--- src/rtl/stereo_audio_looper_macros.svh ---
// Assertion macros used by the looper controller RTL.
`ifndef STEREO_AUDIO_LOOPER_MACROS_SVH
`define STEREO_AUDIO_LOOPER_MACROS_SVH

`ifndef SYNTH
// Concurrent check sampled on the clock, off while reset is low.
`define SAL_ASSERT(lbl, clk, rst_n, prop) \
    lbl: assert property (@(posedge clk) disable iff (!rst_n) prop) \
        else $error("looper check failed");
// Condition in one cycle implies a consequence in the next.
`define SAL_ASSERT_NEXT(lbl, clk, rst_n, ante, cons) \
    lbl: assert property (@(posedge clk) disable iff (!rst_n) (ante) |=> (cons)) \
        else $error("looper sequence check failed");
`else
`define SAL_ASSERT(lbl, clk, rst_n, prop)
`define SAL_ASSERT_NEXT(lbl, clk, rst_n, ante, cons)
`endif

`endif

--- src/rtl/sal_pkg.sv ---
`timescale 1ns / 1ps
package sal_pkg;

    localparam int unsigned LOOP_DEPTH_DEF  = 524288;
    localparam int unsigned SAMPLE_BITS_DEF = 24;

    // Config port
    localparam int unsigned CFG_IDX_W  = 3;
    localparam int unsigned CFG_DATA_W = 17;

    localparam logic [CFG_IDX_W-1:0] CFG_INPUT_GAIN    = 3'd0;
    localparam logic [CFG_IDX_W-1:0] CFG_OUTPUT_GAIN   = 3'd1;
    localparam logic [CFG_IDX_W-1:0] CFG_WET_MIX       = 3'd2;
    localparam logic [CFG_IDX_W-1:0] CFG_FEEDBACK      = 3'd3;
    localparam logic [CFG_IDX_W-1:0] CFG_PLAYBACK_MODE = 3'd4;
    localparam logic [CFG_IDX_W-1:0] CFG_SYNC_ENABLE   = 3'd5;
    localparam logic [CFG_IDX_W-1:0] CFG_BARS_TO_REC   = 3'd6;

    // Register reset values
    localparam logic [15:0] INPUT_GAIN_RST  = 16'd4096;
    localparam logic [15:0] OUTPUT_GAIN_RST = 16'd4096;
    localparam logic [16:0] WET_MIX_RST     = 17'd32768;
    localparam logic [16:0] FEEDBACK_RST    = 17'd65536;
    localparam logic [16:0] UNITY_Q16       = 17'd65536;

    // Playback modes
    localparam logic [2:0] PM_FORWARD   = 3'd0;
    localparam logic [2:0] PM_BACKWARD  = 3'd1;
    localparam logic [2:0] PM_BOUNCE    = 3'd2;
    localparam logic [2:0] PM_ACCUM     = 3'd3;
    localparam logic [2:0] PM_ACCUM_REV = 3'd4;

    typedef enum logic [2:0] {
        M_IDLE     = 3'd0,
        M_WAITREC  = 3'd1,
        M_REC      = 3'd2,
        M_WAITSTOP = 3'd3,
        M_PLAY     = 3'd4,
        M_STOPPED  = 3'd5
    } t_looper_mode;

    typedef enum logic [3:0] {
        S_IDLE,
        S_PROC,
        S_RD,
        S_MIX,
        S_SW_RA,
        S_SW_RB,
        S_SW_WJ,
        S_SW_WK,
        S_SW_W1,
        S_OUT
    } t_seq_state;

    typedef enum logic [1:0] {
        WR_GAIN,
        WR_ODUB,
        WR_SCL_RD,
        WR_SCL_HOLD
    } t_wr_sel;

    // Per-cycle commands from the sequencer to both channel lanes
    typedef struct packed {
        logic    load;
        logic    rd_en;
        logic    wr_en;
        t_wr_sel wr_sel;
        logic    hold_en;
        logic    mix1;
        logic    mix2;
    } t_lane_ctl;

endpackage

--- src/rtl/sal_ctrl.sv ---
`timescale 1ns / 1ps
module sal_ctrl import sal_pkg::*; #(
    parameter int unsigned LOOP_DEPTH = LOOP_DEPTH_DEF,
    localparam int unsigned AW = $clog2(LOOP_DEPTH),
    localparam int unsigned LW = AW + 1
) (
    input  logic          i_clk,
    input  logic          i_rst_n,
    input  logic          i_in_valid,
    input  logic          i_cmd_record,
    input  logic          i_cmd_stop,
    input  logic          i_cmd_clear,
    input  logic          i_bar_boundary,
    input  logic [2:0]    i_pm,
    input  logic          i_sync,
    input  logic [7:0]    i_btr,
    input  logic          i_out_free,
    output logic          o_in_stall,
    output t_lane_ctl     o_lane,
    output logic [AW-1:0] o_rd_addr,
    output logic [AW-1:0] o_wr_addr,
    output logic          o_load_out,
    output logic          o_use_mix,
    output logic [2:0]    o_mode,
    output logic [AW-1:0] o_pos,
    output logic [LW-1:0] o_size
);

`include "stereo_audio_looper_macros.svh"

    localparam logic [LW-1:0] DEPTH_L = LW'(LOOP_DEPTH);

    t_seq_state   r_state, n_state;
    t_looper_mode r_mode, n_mode;
    logic [LW-1:0] r_rp, n_rp, r_ll, n_ll, r_rem, n_rem;
    logic [AW-1:0] r_ph, n_ph, r_j, n_j, r_k, n_k, r_addr, n_addr;
    logic [7:0]    r_bars, n_bars;
    logic r_bounce, n_bounce, r_flip, n_flip, r_ret_proc, n_ret_proc;
    logic r_sw_pend, n_sw_pend, r_overdub, n_overdub, r_use_mix, n_use_mix;

    logic          accept, rec_path, rp_ok, play_path;
    logic [AW-1:0] phe;
    logic [LW-1:0] rp1;

    assign accept    = i_in_valid && (r_state == S_IDLE);
    assign rec_path  = (r_mode == M_REC) || (r_mode == M_WAITSTOP);
    assign rp_ok     = r_rp < DEPTH_L;
    assign play_path = (r_mode == M_PLAY) && (r_ll != '0);
    assign phe       = ({1'b0, r_ph} >= r_ll) ? '0 : r_ph;
    assign rp1       = r_rp + LW'(1);

    // Next state and sequencer registers
    always_comb begin
        t_looper_mode  m;
        logic [LW-1:0] rp, ll;
        logic [AW-1:0] ph, p;
        logic [7:0]    bars;
        logic          bounce, start, wrap;

        n_state    = r_state;
        n_mode     = r_mode;
        n_rp       = r_rp;
        n_ph       = r_ph;
        n_ll       = r_ll;
        n_bounce   = r_bounce;
        n_bars     = r_bars;
        n_j        = r_j;
        n_k        = r_k;
        n_rem      = r_rem;
        n_flip     = r_flip;
        n_ret_proc = r_ret_proc;
        n_sw_pend  = r_sw_pend;
        n_addr     = r_addr;
        n_overdub  = r_overdub;
        n_use_mix  = r_use_mix;
        m      = r_mode;
        rp     = r_rp;
        ll     = r_ll;
        ph     = r_ph;
        bars   = r_bars;
        bounce = r_bounce;
        start  = 1'b0;
        wrap   = 1'b0;
        p      = r_ph;

        unique case (r_state)
            S_IDLE: begin
                if (accept) begin
                    // Commands: clear, record, stop, bar, in that order
                    if (i_cmd_clear) begin
                        rp = '0; bars = '0; ll = '0; ph = '0; m = M_IDLE;
                    end
                    if (i_cmd_record && !i_cmd_clear &&
                        (m == M_IDLE || m == M_STOPPED)) begin
                        rp = '0; bars = '0; ll = '0;
                        m = i_sync ? M_WAITREC : M_REC;
                    end
                    if (i_cmd_stop && !i_cmd_clear) begin
                        unique case (m)
                            M_REC: begin
                                if (i_sync) begin
                                    m = M_WAITSTOP;
                                end else begin
                                    start = 1'b1;
                                end
                            end
                            M_WAITREC: m = M_IDLE;
                            M_PLAY:    m = M_STOPPED;
                            default: ;
                        endcase
                    end
                    if (start) begin
                        m = M_PLAY; ll = rp; ph = '0; bounce = 1'b0;
                    end
                    if (i_bar_boundary) begin
                        unique case (m)
                            M_WAITREC: begin
                                rp = '0; bars = '0; m = M_REC;
                            end
                            M_REC: begin
                                if (bars != 8'hFF) begin
                                    bars = bars + 8'd1;
                                end
                                if (i_btr != '0 && bars >= i_btr) begin
                                    start = 1'b1;
                                    m = M_PLAY; ll = rp; ph = '0; bounce = 1'b0;
                                end
                            end
                            M_WAITSTOP: begin
                                start = 1'b1;
                                m = M_PLAY; ll = rp; ph = '0; bounce = 1'b0;
                            end
                            default: ;
                        endcase
                    end
                    n_mode    = m;
                    n_rp      = rp;
                    n_ll      = ll;
                    n_ph      = ph;
                    n_bars    = bars;
                    n_bounce  = bounce;
                    n_use_mix = 1'b0;
                    // Accumulate-reverse sweeps the fresh loop before playing it
                    if (start && i_pm == PM_ACCUM_REV) begin
                        n_j        = '0;
                        n_k        = AW'(rp - LW'(1));
                        n_rem      = rp;
                        n_flip     = 1'b1;
                        n_ret_proc = 1'b1;
                        n_state    = S_SW_RA;
                    end else begin
                        n_state = S_PROC;
                    end
                end
            end

            S_PROC: begin
                n_ret_proc = 1'b0;
                n_sw_pend  = 1'b0;
                n_overdub  = 1'b0;
                n_use_mix  = 1'b0;
                n_state    = S_OUT;
                if (rec_path) begin
                    if (rp_ok) begin
                        n_rp = rp1;
                        // Store full: playback starts
                        if (rp1 >= DEPTH_L) begin
                            n_ll     = rp1;
                            n_ph     = '0;
                            n_bounce = 1'b0;
                            n_mode   = M_PLAY;
                            if (i_pm == PM_ACCUM_REV) begin
                                n_j     = '0;
                                n_k     = AW'(rp1 - LW'(1));
                                n_rem   = rp1;
                                n_flip  = 1'b1;
                                n_state = S_SW_RA;
                            end
                        end
                    end
                end else if (play_path) begin
                    // Playhead step
                    priority if (i_pm == PM_BACKWARD) begin
                        if (phe == '0) begin
                            wrap = 1'b1;
                            p = AW'(r_ll - LW'(1));
                        end else begin
                            p = phe - AW'(1);
                        end
                    end else if (i_pm == PM_BOUNCE) begin
                        if (!r_bounce) begin
                            if ((LW'(phe) + LW'(1)) >= r_ll) begin
                                p = (r_ll >= LW'(2)) ? AW'(r_ll - LW'(2)) : '0;
                                bounce = 1'b1;
                            end else begin
                                p = phe + AW'(1);
                            end
                        end else begin
                            if (phe == '0) begin
                                wrap = 1'b1;
                                p = (r_ll >= LW'(2)) ? AW'(1) : '0;
                                bounce = 1'b0;
                            end else begin
                                p = phe - AW'(1);
                            end
                        end
                    end else begin
                        if ((LW'(phe) + LW'(1)) >= r_ll) begin
                            wrap = 1'b1;
                            p = '0;
                        end else begin
                            p = phe + AW'(1);
                        end
                    end
                    n_ph      = p;
                    n_bounce  = bounce;
                    n_addr    = phe;
                    n_overdub = (i_pm == PM_ACCUM) || (i_pm == PM_ACCUM_REV);
                    n_use_mix = 1'b1;
                    if (wrap) begin
                        n_j       = '0;
                        n_k       = AW'(r_ll - LW'(1));
                        n_rem     = r_ll;
                        n_flip    = (i_pm == PM_ACCUM_REV);
                        n_sw_pend = 1'b1;
                    end
                    n_state = S_RD;
                end
            end

            S_RD: n_state = S_MIX;

            S_MIX: begin
                n_sw_pend = 1'b0;
                n_state   = r_sw_pend ? S_SW_RA : S_OUT;
            end

            // Wrap sweep: scale, and swap ends when flipping
            S_SW_RA: begin
                if (r_rem == '0) begin
                    n_state = r_ret_proc ? S_PROC : S_OUT;
                end else if (r_flip && r_rem >= LW'(2)) begin
                    n_state = S_SW_RB;
                end else begin
                    n_state = S_SW_W1;
                end
            end

            S_SW_RB: n_state = S_SW_WJ;

            S_SW_WJ: n_state = S_SW_WK;

            S_SW_WK: begin
                n_j     = r_j + AW'(1);
                n_k     = r_k - AW'(1);
                n_rem   = r_rem - LW'(2);
                n_state = S_SW_RA;
            end

            S_SW_W1: begin
                n_j     = r_j + AW'(1);
                n_rem   = r_rem - LW'(1);
                n_state = S_SW_RA;
            end

            S_OUT: begin
                if (i_out_free) begin
                    n_state = S_IDLE;
                end
            end

            default: n_state = S_IDLE;
        endcase
    end

    // Lane commands and store addresses
    always_comb begin
        o_lane     = '0;
        o_rd_addr  = '0;
        o_wr_addr  = '0;
        o_load_out = 1'b0;
        unique case (r_state)
            S_IDLE: o_lane.load = accept;
            S_PROC: begin
                if (rec_path && rp_ok) begin
                    o_lane.wr_en  = 1'b1;
                    o_lane.wr_sel = WR_GAIN;
                    o_wr_addr     = r_rp[AW-1:0];
                end else if (!rec_path && play_path) begin
                    o_lane.rd_en = 1'b1;
                    o_rd_addr    = phe;
                end
            end
            S_RD: begin
                o_lane.mix1   = 1'b1;
                o_lane.wr_en  = r_overdub;
                o_lane.wr_sel = WR_ODUB;
                o_wr_addr     = r_addr;
            end
            S_MIX: o_lane.mix2 = 1'b1;
            S_SW_RA: begin
                o_lane.rd_en = (r_rem != '0);
                o_rd_addr    = r_j;
            end
            S_SW_RB: begin
                o_lane.rd_en   = 1'b1;
                o_lane.hold_en = 1'b1;
                o_rd_addr      = r_k;
            end
            S_SW_WJ, S_SW_W1: begin
                o_lane.wr_en  = 1'b1;
                o_lane.wr_sel = WR_SCL_RD;
                o_wr_addr     = r_j;
            end
            S_SW_WK: begin
                o_lane.wr_en  = 1'b1;
                o_lane.wr_sel = WR_SCL_HOLD;
                o_wr_addr     = r_k;
            end
            S_OUT: o_load_out = i_out_free;
            default: o_load_out = 1'b0;
        endcase
    end

    always_ff @(posedge i_clk) begin
        if (!i_rst_n) begin
            r_state    <= S_IDLE;
            r_mode     <= M_IDLE;
            r_rp       <= '0;
            r_ph       <= '0;
            r_ll       <= '0;
            r_bounce   <= 1'b0;
            r_bars     <= '0;
            r_rem      <= '0;
            r_flip     <= 1'b0;
            r_ret_proc <= 1'b0;
            r_sw_pend  <= 1'b0;
            r_overdub  <= 1'b0;
            r_use_mix  <= 1'b0;
        end else begin
            r_state    <= n_state;
            r_mode     <= n_mode;
            r_rp       <= n_rp;
            r_ph       <= n_ph;
            r_ll       <= n_ll;
            r_bounce   <= n_bounce;
            r_bars     <= n_bars;
            r_rem      <= n_rem;
            r_flip     <= n_flip;
            r_ret_proc <= n_ret_proc;
            r_sw_pend  <= n_sw_pend;
            r_overdub  <= n_overdub;
            r_use_mix  <= n_use_mix;
        end
    end

    // Sweep indexes and playback address
    always_ff @(posedge i_clk) begin
        r_j    <= n_j;
        r_k    <= n_k;
        r_addr <= n_addr;
    end

    assign o_in_stall = (r_state != S_IDLE);
    assign o_use_mix  = r_use_mix;
    assign o_mode     = r_mode;
    assign o_pos      = r_ph;
    assign o_size     = r_ll;

    `SAL_ASSERT(a_rp_range, i_clk, i_rst_n, r_rp <= DEPTH_L)
    `SAL_ASSERT(a_ll_range, i_clk, i_rst_n, r_ll <= DEPTH_L)
    `SAL_ASSERT(a_ph_in_loop, i_clk, i_rst_n, (r_state == S_IDLE && r_mode == M_PLAY && r_ll != '0) |-> ({1'b0, r_ph} < r_ll))
    `SAL_ASSERT(a_sweep_nonempty, i_clk, i_rst_n, (r_state == S_SW_W1 || r_state == S_SW_WK) |-> (r_rem != '0))
    `SAL_ASSERT_NEXT(a_pair_done, i_clk, i_rst_n, r_state == S_SW_WK, r_state == S_SW_RA)

endmodule
--- config.mk ---
export PLATFORM = sky130hd
export DESIGN_NAME = sal_ctrl
export DESIGN_NICKNAME = d
export VERILOG_FILES = /design/src/rtl/sal_pkg.sv /design/src/rtl/sal_ctrl.sv
export VERILOG_INCLUDE_DIRS = /design/src /design/src/rtl
export SDC_FILE = /design/constraint.sdc
export NUM_CORES = 1
export LEC_CHECK = 0
export ABC_AREA = 1
export BUFFER_PORTS_ARGS = -buffer_cell sky130_fd_sc_hd__buf_2
export CORE_MARGIN = 10
export CORE_UTILIZATION = 50
export DETAILED_ROUTE_END_ITERATION = 8
export GPL_ROUTABILITY_DRIVEN = 0
export PLACE_DENSITY_LB_ADDON = 0.1
export SLEW_MARGIN = 20
export SYNTH_ARGS = -nofsm -noshare
export SYNTH_HDL_FRONTEND = slang
export SYNTH_SLANG_ARGS = --single-unit
--- constraint.sdc ---
create_clock -name i_clk -period 10.02 [get_ports i_clk]
set_clock_uncertainty 0.05 [all_clocks]
set_input_delay 3.006 -clock i_clk [delete_from_list [all_inputs] [get_ports i_clk]]
set_output_delay 3.006 -clock i_clk [all_outputs]
set_load 0.005 [all_outputs]
==> impl_metrics.tcl <==
set metrics [dict create \
    final-instance-count-excl-fill 2986 \
    total_number_of_vias 18640 \
    cts-htree-levels 4 \
    finalCritPeriodShare_pct 82.59 \
    cp_data_arrival_time_ps 8290 \
    drv_cap 0 \
    synth_seq_cells 157 \
    drt_drc_violations_left 0 \
    cts_resized 0 \
    groute.usage.overall_pct 33.63 \
    insertion_delay_ps 470 \
    hold_violations 0 \
    timing.critical_path.from_type "primary input" \
    dominant_synthesized_flop_cell "sky130_fd_sc_hd__dfxtp_1" \
    number_of_antenna_violations_at_the_first_check_in_global_routing 1 \
    wl_met2_mm 28.38 \
    finalCoreUtilization_pct 55.33 \
    syn_avg_cell_area_um2 6.264 \
    detail_route.first_pass.iterations 7 \
    sequentialPowerShare_pct 21.8 \
    first_global_vias 17110 \
    place.detailed.hpwl_mm 51.11 \
    critical-path-top-cell-by-count "sky130_fd_sc_hd__inv_1" \
    crit_path_end_kind "register" \
    grt_first_pass_wirelength_mm 100.6 \
    cp_slowest_stage_delay_ps 520 \
    result_of_the_run "finished, final reports clean" \
    critical_path_peak_fanout 39 \
    initial_utilization_pct 50.98 \
    nFillCells 3134 \
    tritoncts "built" \
    power.switching_fraction_pct 58.44 \
    dr.first_iter.drc_count 2515 \
    cpMaxStageDelayCell "sky130_fd_sc_hd__inv_1" \
    top_layer_used "met5" \
    max_freq_mhz 120.8 \
    areaGrowthSynthToFinish_pct 8.534 \
    power_switching_mw 3.167 \
    buffer_ports.inserted 110 \
    number_of_enable_flip_flop_cells_after_synthesis 57 \
    share_of_power_burned_in_combinational_logic_pct 65.8 \
    clock_path_buffers 2 \
    diodes 0 \
    cts.root.buffer_cell "sky130_fd_sc_hd__clkbuf_16" \
    setup_viol 0 \
    die_h_um 197.3 \
    seq_area_frac_synth_pct 23.63 \
    synth_cells 2509 \
    worstPathRequired_ps 10040 \
    cts_buffers 17 \
    fp.dieW_um 197.3 \
    part_of_the_total_power_dissipated_in_the_clock_network_pct 12.4 \
    detail_route.wirelength_mm 67.47 \
    yosys_warnings 0 \
    global_route.overflow_total 0 \
    vias_per_cell 6.243 \
    finalMaxSlewViolations 0 \
    placed_cells 2954 \
    design.final.nets 2661 \
    wl_cell_um 22.60 \
    fp-row-count 64 \
    power.internal_mw 2.252 \
    wl_met1_mm 25.31 \
    final.setup.tns_ps 0 \
    clock_sinks 157 \
    synth_fp_nets 2593 \
    ir_drop_mv 0.2689 \
    drtAntennaViolNets 0 \
    wl_met3_mm 9.000 \
    die_area_mm2 0.03893 \
    yosysUniqueCellTypes 63 \
    pin_count 111 \
    hp-class "register to register" \
    time_the_final_worst_path_needs_with_i_o_delays_and_setup_ps 8275 \
    postCtsHoldBufs 0 \
    worst_slew_margin_rel_pct 30.42 \
    core_mm2 0.03083 \
    worstMarginPinSlew_ps 1040 \
    detailed_place.area_mm2 0.01649 \
    synthesis.area_mm2 0.01572 \
    post-cts-setup-buffer-count 0 \
    drive_above_1_share_pct 11.20 \
    powerDensity_mw_per_mm2 317.7 \
    largest_net_degree_at_the_start_of_global_routing 66 \
    rsz0062_at_grt "no" \
    postSynth.asyncResetShare_pct 0 \
    timing.setup.critical_path_class "primary input to register" \
    power.static_leakage_nw 7.866 \
    clkTransAtPathRegs_ps 70 \
    finalInstanceArea_mm2 0.01706 \
]
-- final timing paths --
kind                                from                     end  slack (ps)  cells after the start
hold / removal    o_use_mix$_SDFFE_PN0P_  o_use_mix$_SDFFE_PN0P_         420                      2
setup reg to reg  o_size[1]$_SDFFE_PN0P_    r_j[1]$_SDFFCE_PP0P_        2650                     29
hold reg to reg   o_use_mix$_SDFFE_PN0P_  o_use_mix$_SDFFE_PN0P_         420                      2
setup / recovery             i_cmd_clear    r_j[1]$_SDFFCE_PP0P_        1740                     33
-- stage by stage --
step | power, mW | worst slack [ps] | hold WS, ps
2_1_floorplan | 3.559 | 2226 | 395.3
3_3_place_gp | 4.517 | 1540 | 406.3
3_5_place_dp | 4.571 | 1339 | 406.0
4_1_cts | 5.254 | 1800 | 416.3
5_1_grt | 5.776 | 1195 | 426.9
6_report | 5.419 | 1745 | 417.2
-- registers in the layout (all words and copies together) (netlist names), 8 cells and up --
name and count:
r_addr 19, o_pos 19, r_bars 8, r_j 19, r_k 19, r_rem 20, r_rp 20, o_size 20
-- cell usage in the layout (no fill, tap or decap), types with 57 or more instances in the layout --
| cell | netlist | layout |
|---|---|---|
| sky130_fd_sc_hd__a21oi_1 | 176 | 175 |
| sky130_fd_sc_hd__buf_2 | 16 | 110 |
| sky130_fd_sc_hd__dfxtp_1 | 100 | 100 |
| sky130_fd_sc_hd__edfxtp_1 | 57 | 57 |
| sky130_fd_sc_hd__ha_1 | 64 | 64 |
| sky130_fd_sc_hd__inv_1 | 339 | 338 |
| sky130_fd_sc_hd__nand2_1 | 595 | 595 |
| sky130_fd_sc_hd__nand3_1 | 143 | 143 |
| sky130_fd_sc_hd__nor2_1 | 290 | 287 |
| sky130_fd_sc_hd__o211ai_1 | 58 | 58 |
| sky130_fd_sc_hd__o21ai_0 | 151 | 151 |
-- per-layer routing --
metal | vias up | track usage, %
met1 | 8449 | 41.41
met4 | 4 | 20.96
met3 | 293 | 10.65
li1 | 8553 | -
met5 | - | 1.403
met2 | 1343 | 50.06
-- worst max-delay path: cells and delay by family --
kind | cells | cell delay [ps]
AO/OA/AOI/OAI | 4 | 590
buffers and inverters | 9 | 1890
AND/OR/NAND/NOR | 18 | 2290
adder cells (fa/ha/maj) | 2 | 480
-- kinds of logic (layout without fill, tap and decap cells) --
group	after synthesis	after routing	share of synthesized area (%)
simple gates	1228	1228	35.05
fa+ha+maj	64	64	5.095
flops	157	157	23.63
buf+inv	457	538	11.91
compound gates	556	556	21.65
xor+xnor	47	47	2.667
-- Yosys cell counts (all sizes together) (8+ instances only) --
cell type	instances	share of area, %
xor2	46	2.6
buf	39	1.9
o221ai	41	2.3
o21bai	17	0.93
a21oi	176	5.6
o21ai	173	5.6
and2	12	0.48
clkinv	8	0.19
inv	366	8.8
o211ai	61	3.0
dfxtp	100	13
ha	64	5.1
a221oi	16	0.89
o2111ai	15	0.84
nor2	335	9.2
nand4	44	2.0
o22ai	9	0.36
a31oi	21	0.84
nor4	14	0.60
nand2	613	15
nor3	45	1.6
nand3	155	5.6
edfxtp	57	11
clkbuf	44	1.1
-- power by group through the flow --
stage | registers (mW) | clock network, mW | logic, mW
after detailed placement | 1.17 | 0 | 3.40
after CTS | 1.16 | 0.673 | 3.42
after floorplan | 1.08 | 0 | 2.48
after global routing | 1.20 | 0.698 | 3.88
after global placement | 1.17 | 0 | 3.34
final | 1.18 | 0.672 | 3.57
-- cell type report --
cell class,instances,area [µm²],area share [%]
inverters,374,1409,8.259
multi-input cells,1895,10150,59.52
clock inverters,14,142.6,0.8361
clock buffers,18,429.2,2.516
well taps,396,495.5,2.904
repair buffers,132,715.7,4.195
flip-flops and latches,157,3714,21.77
Power figures use the tool's default switching activity.
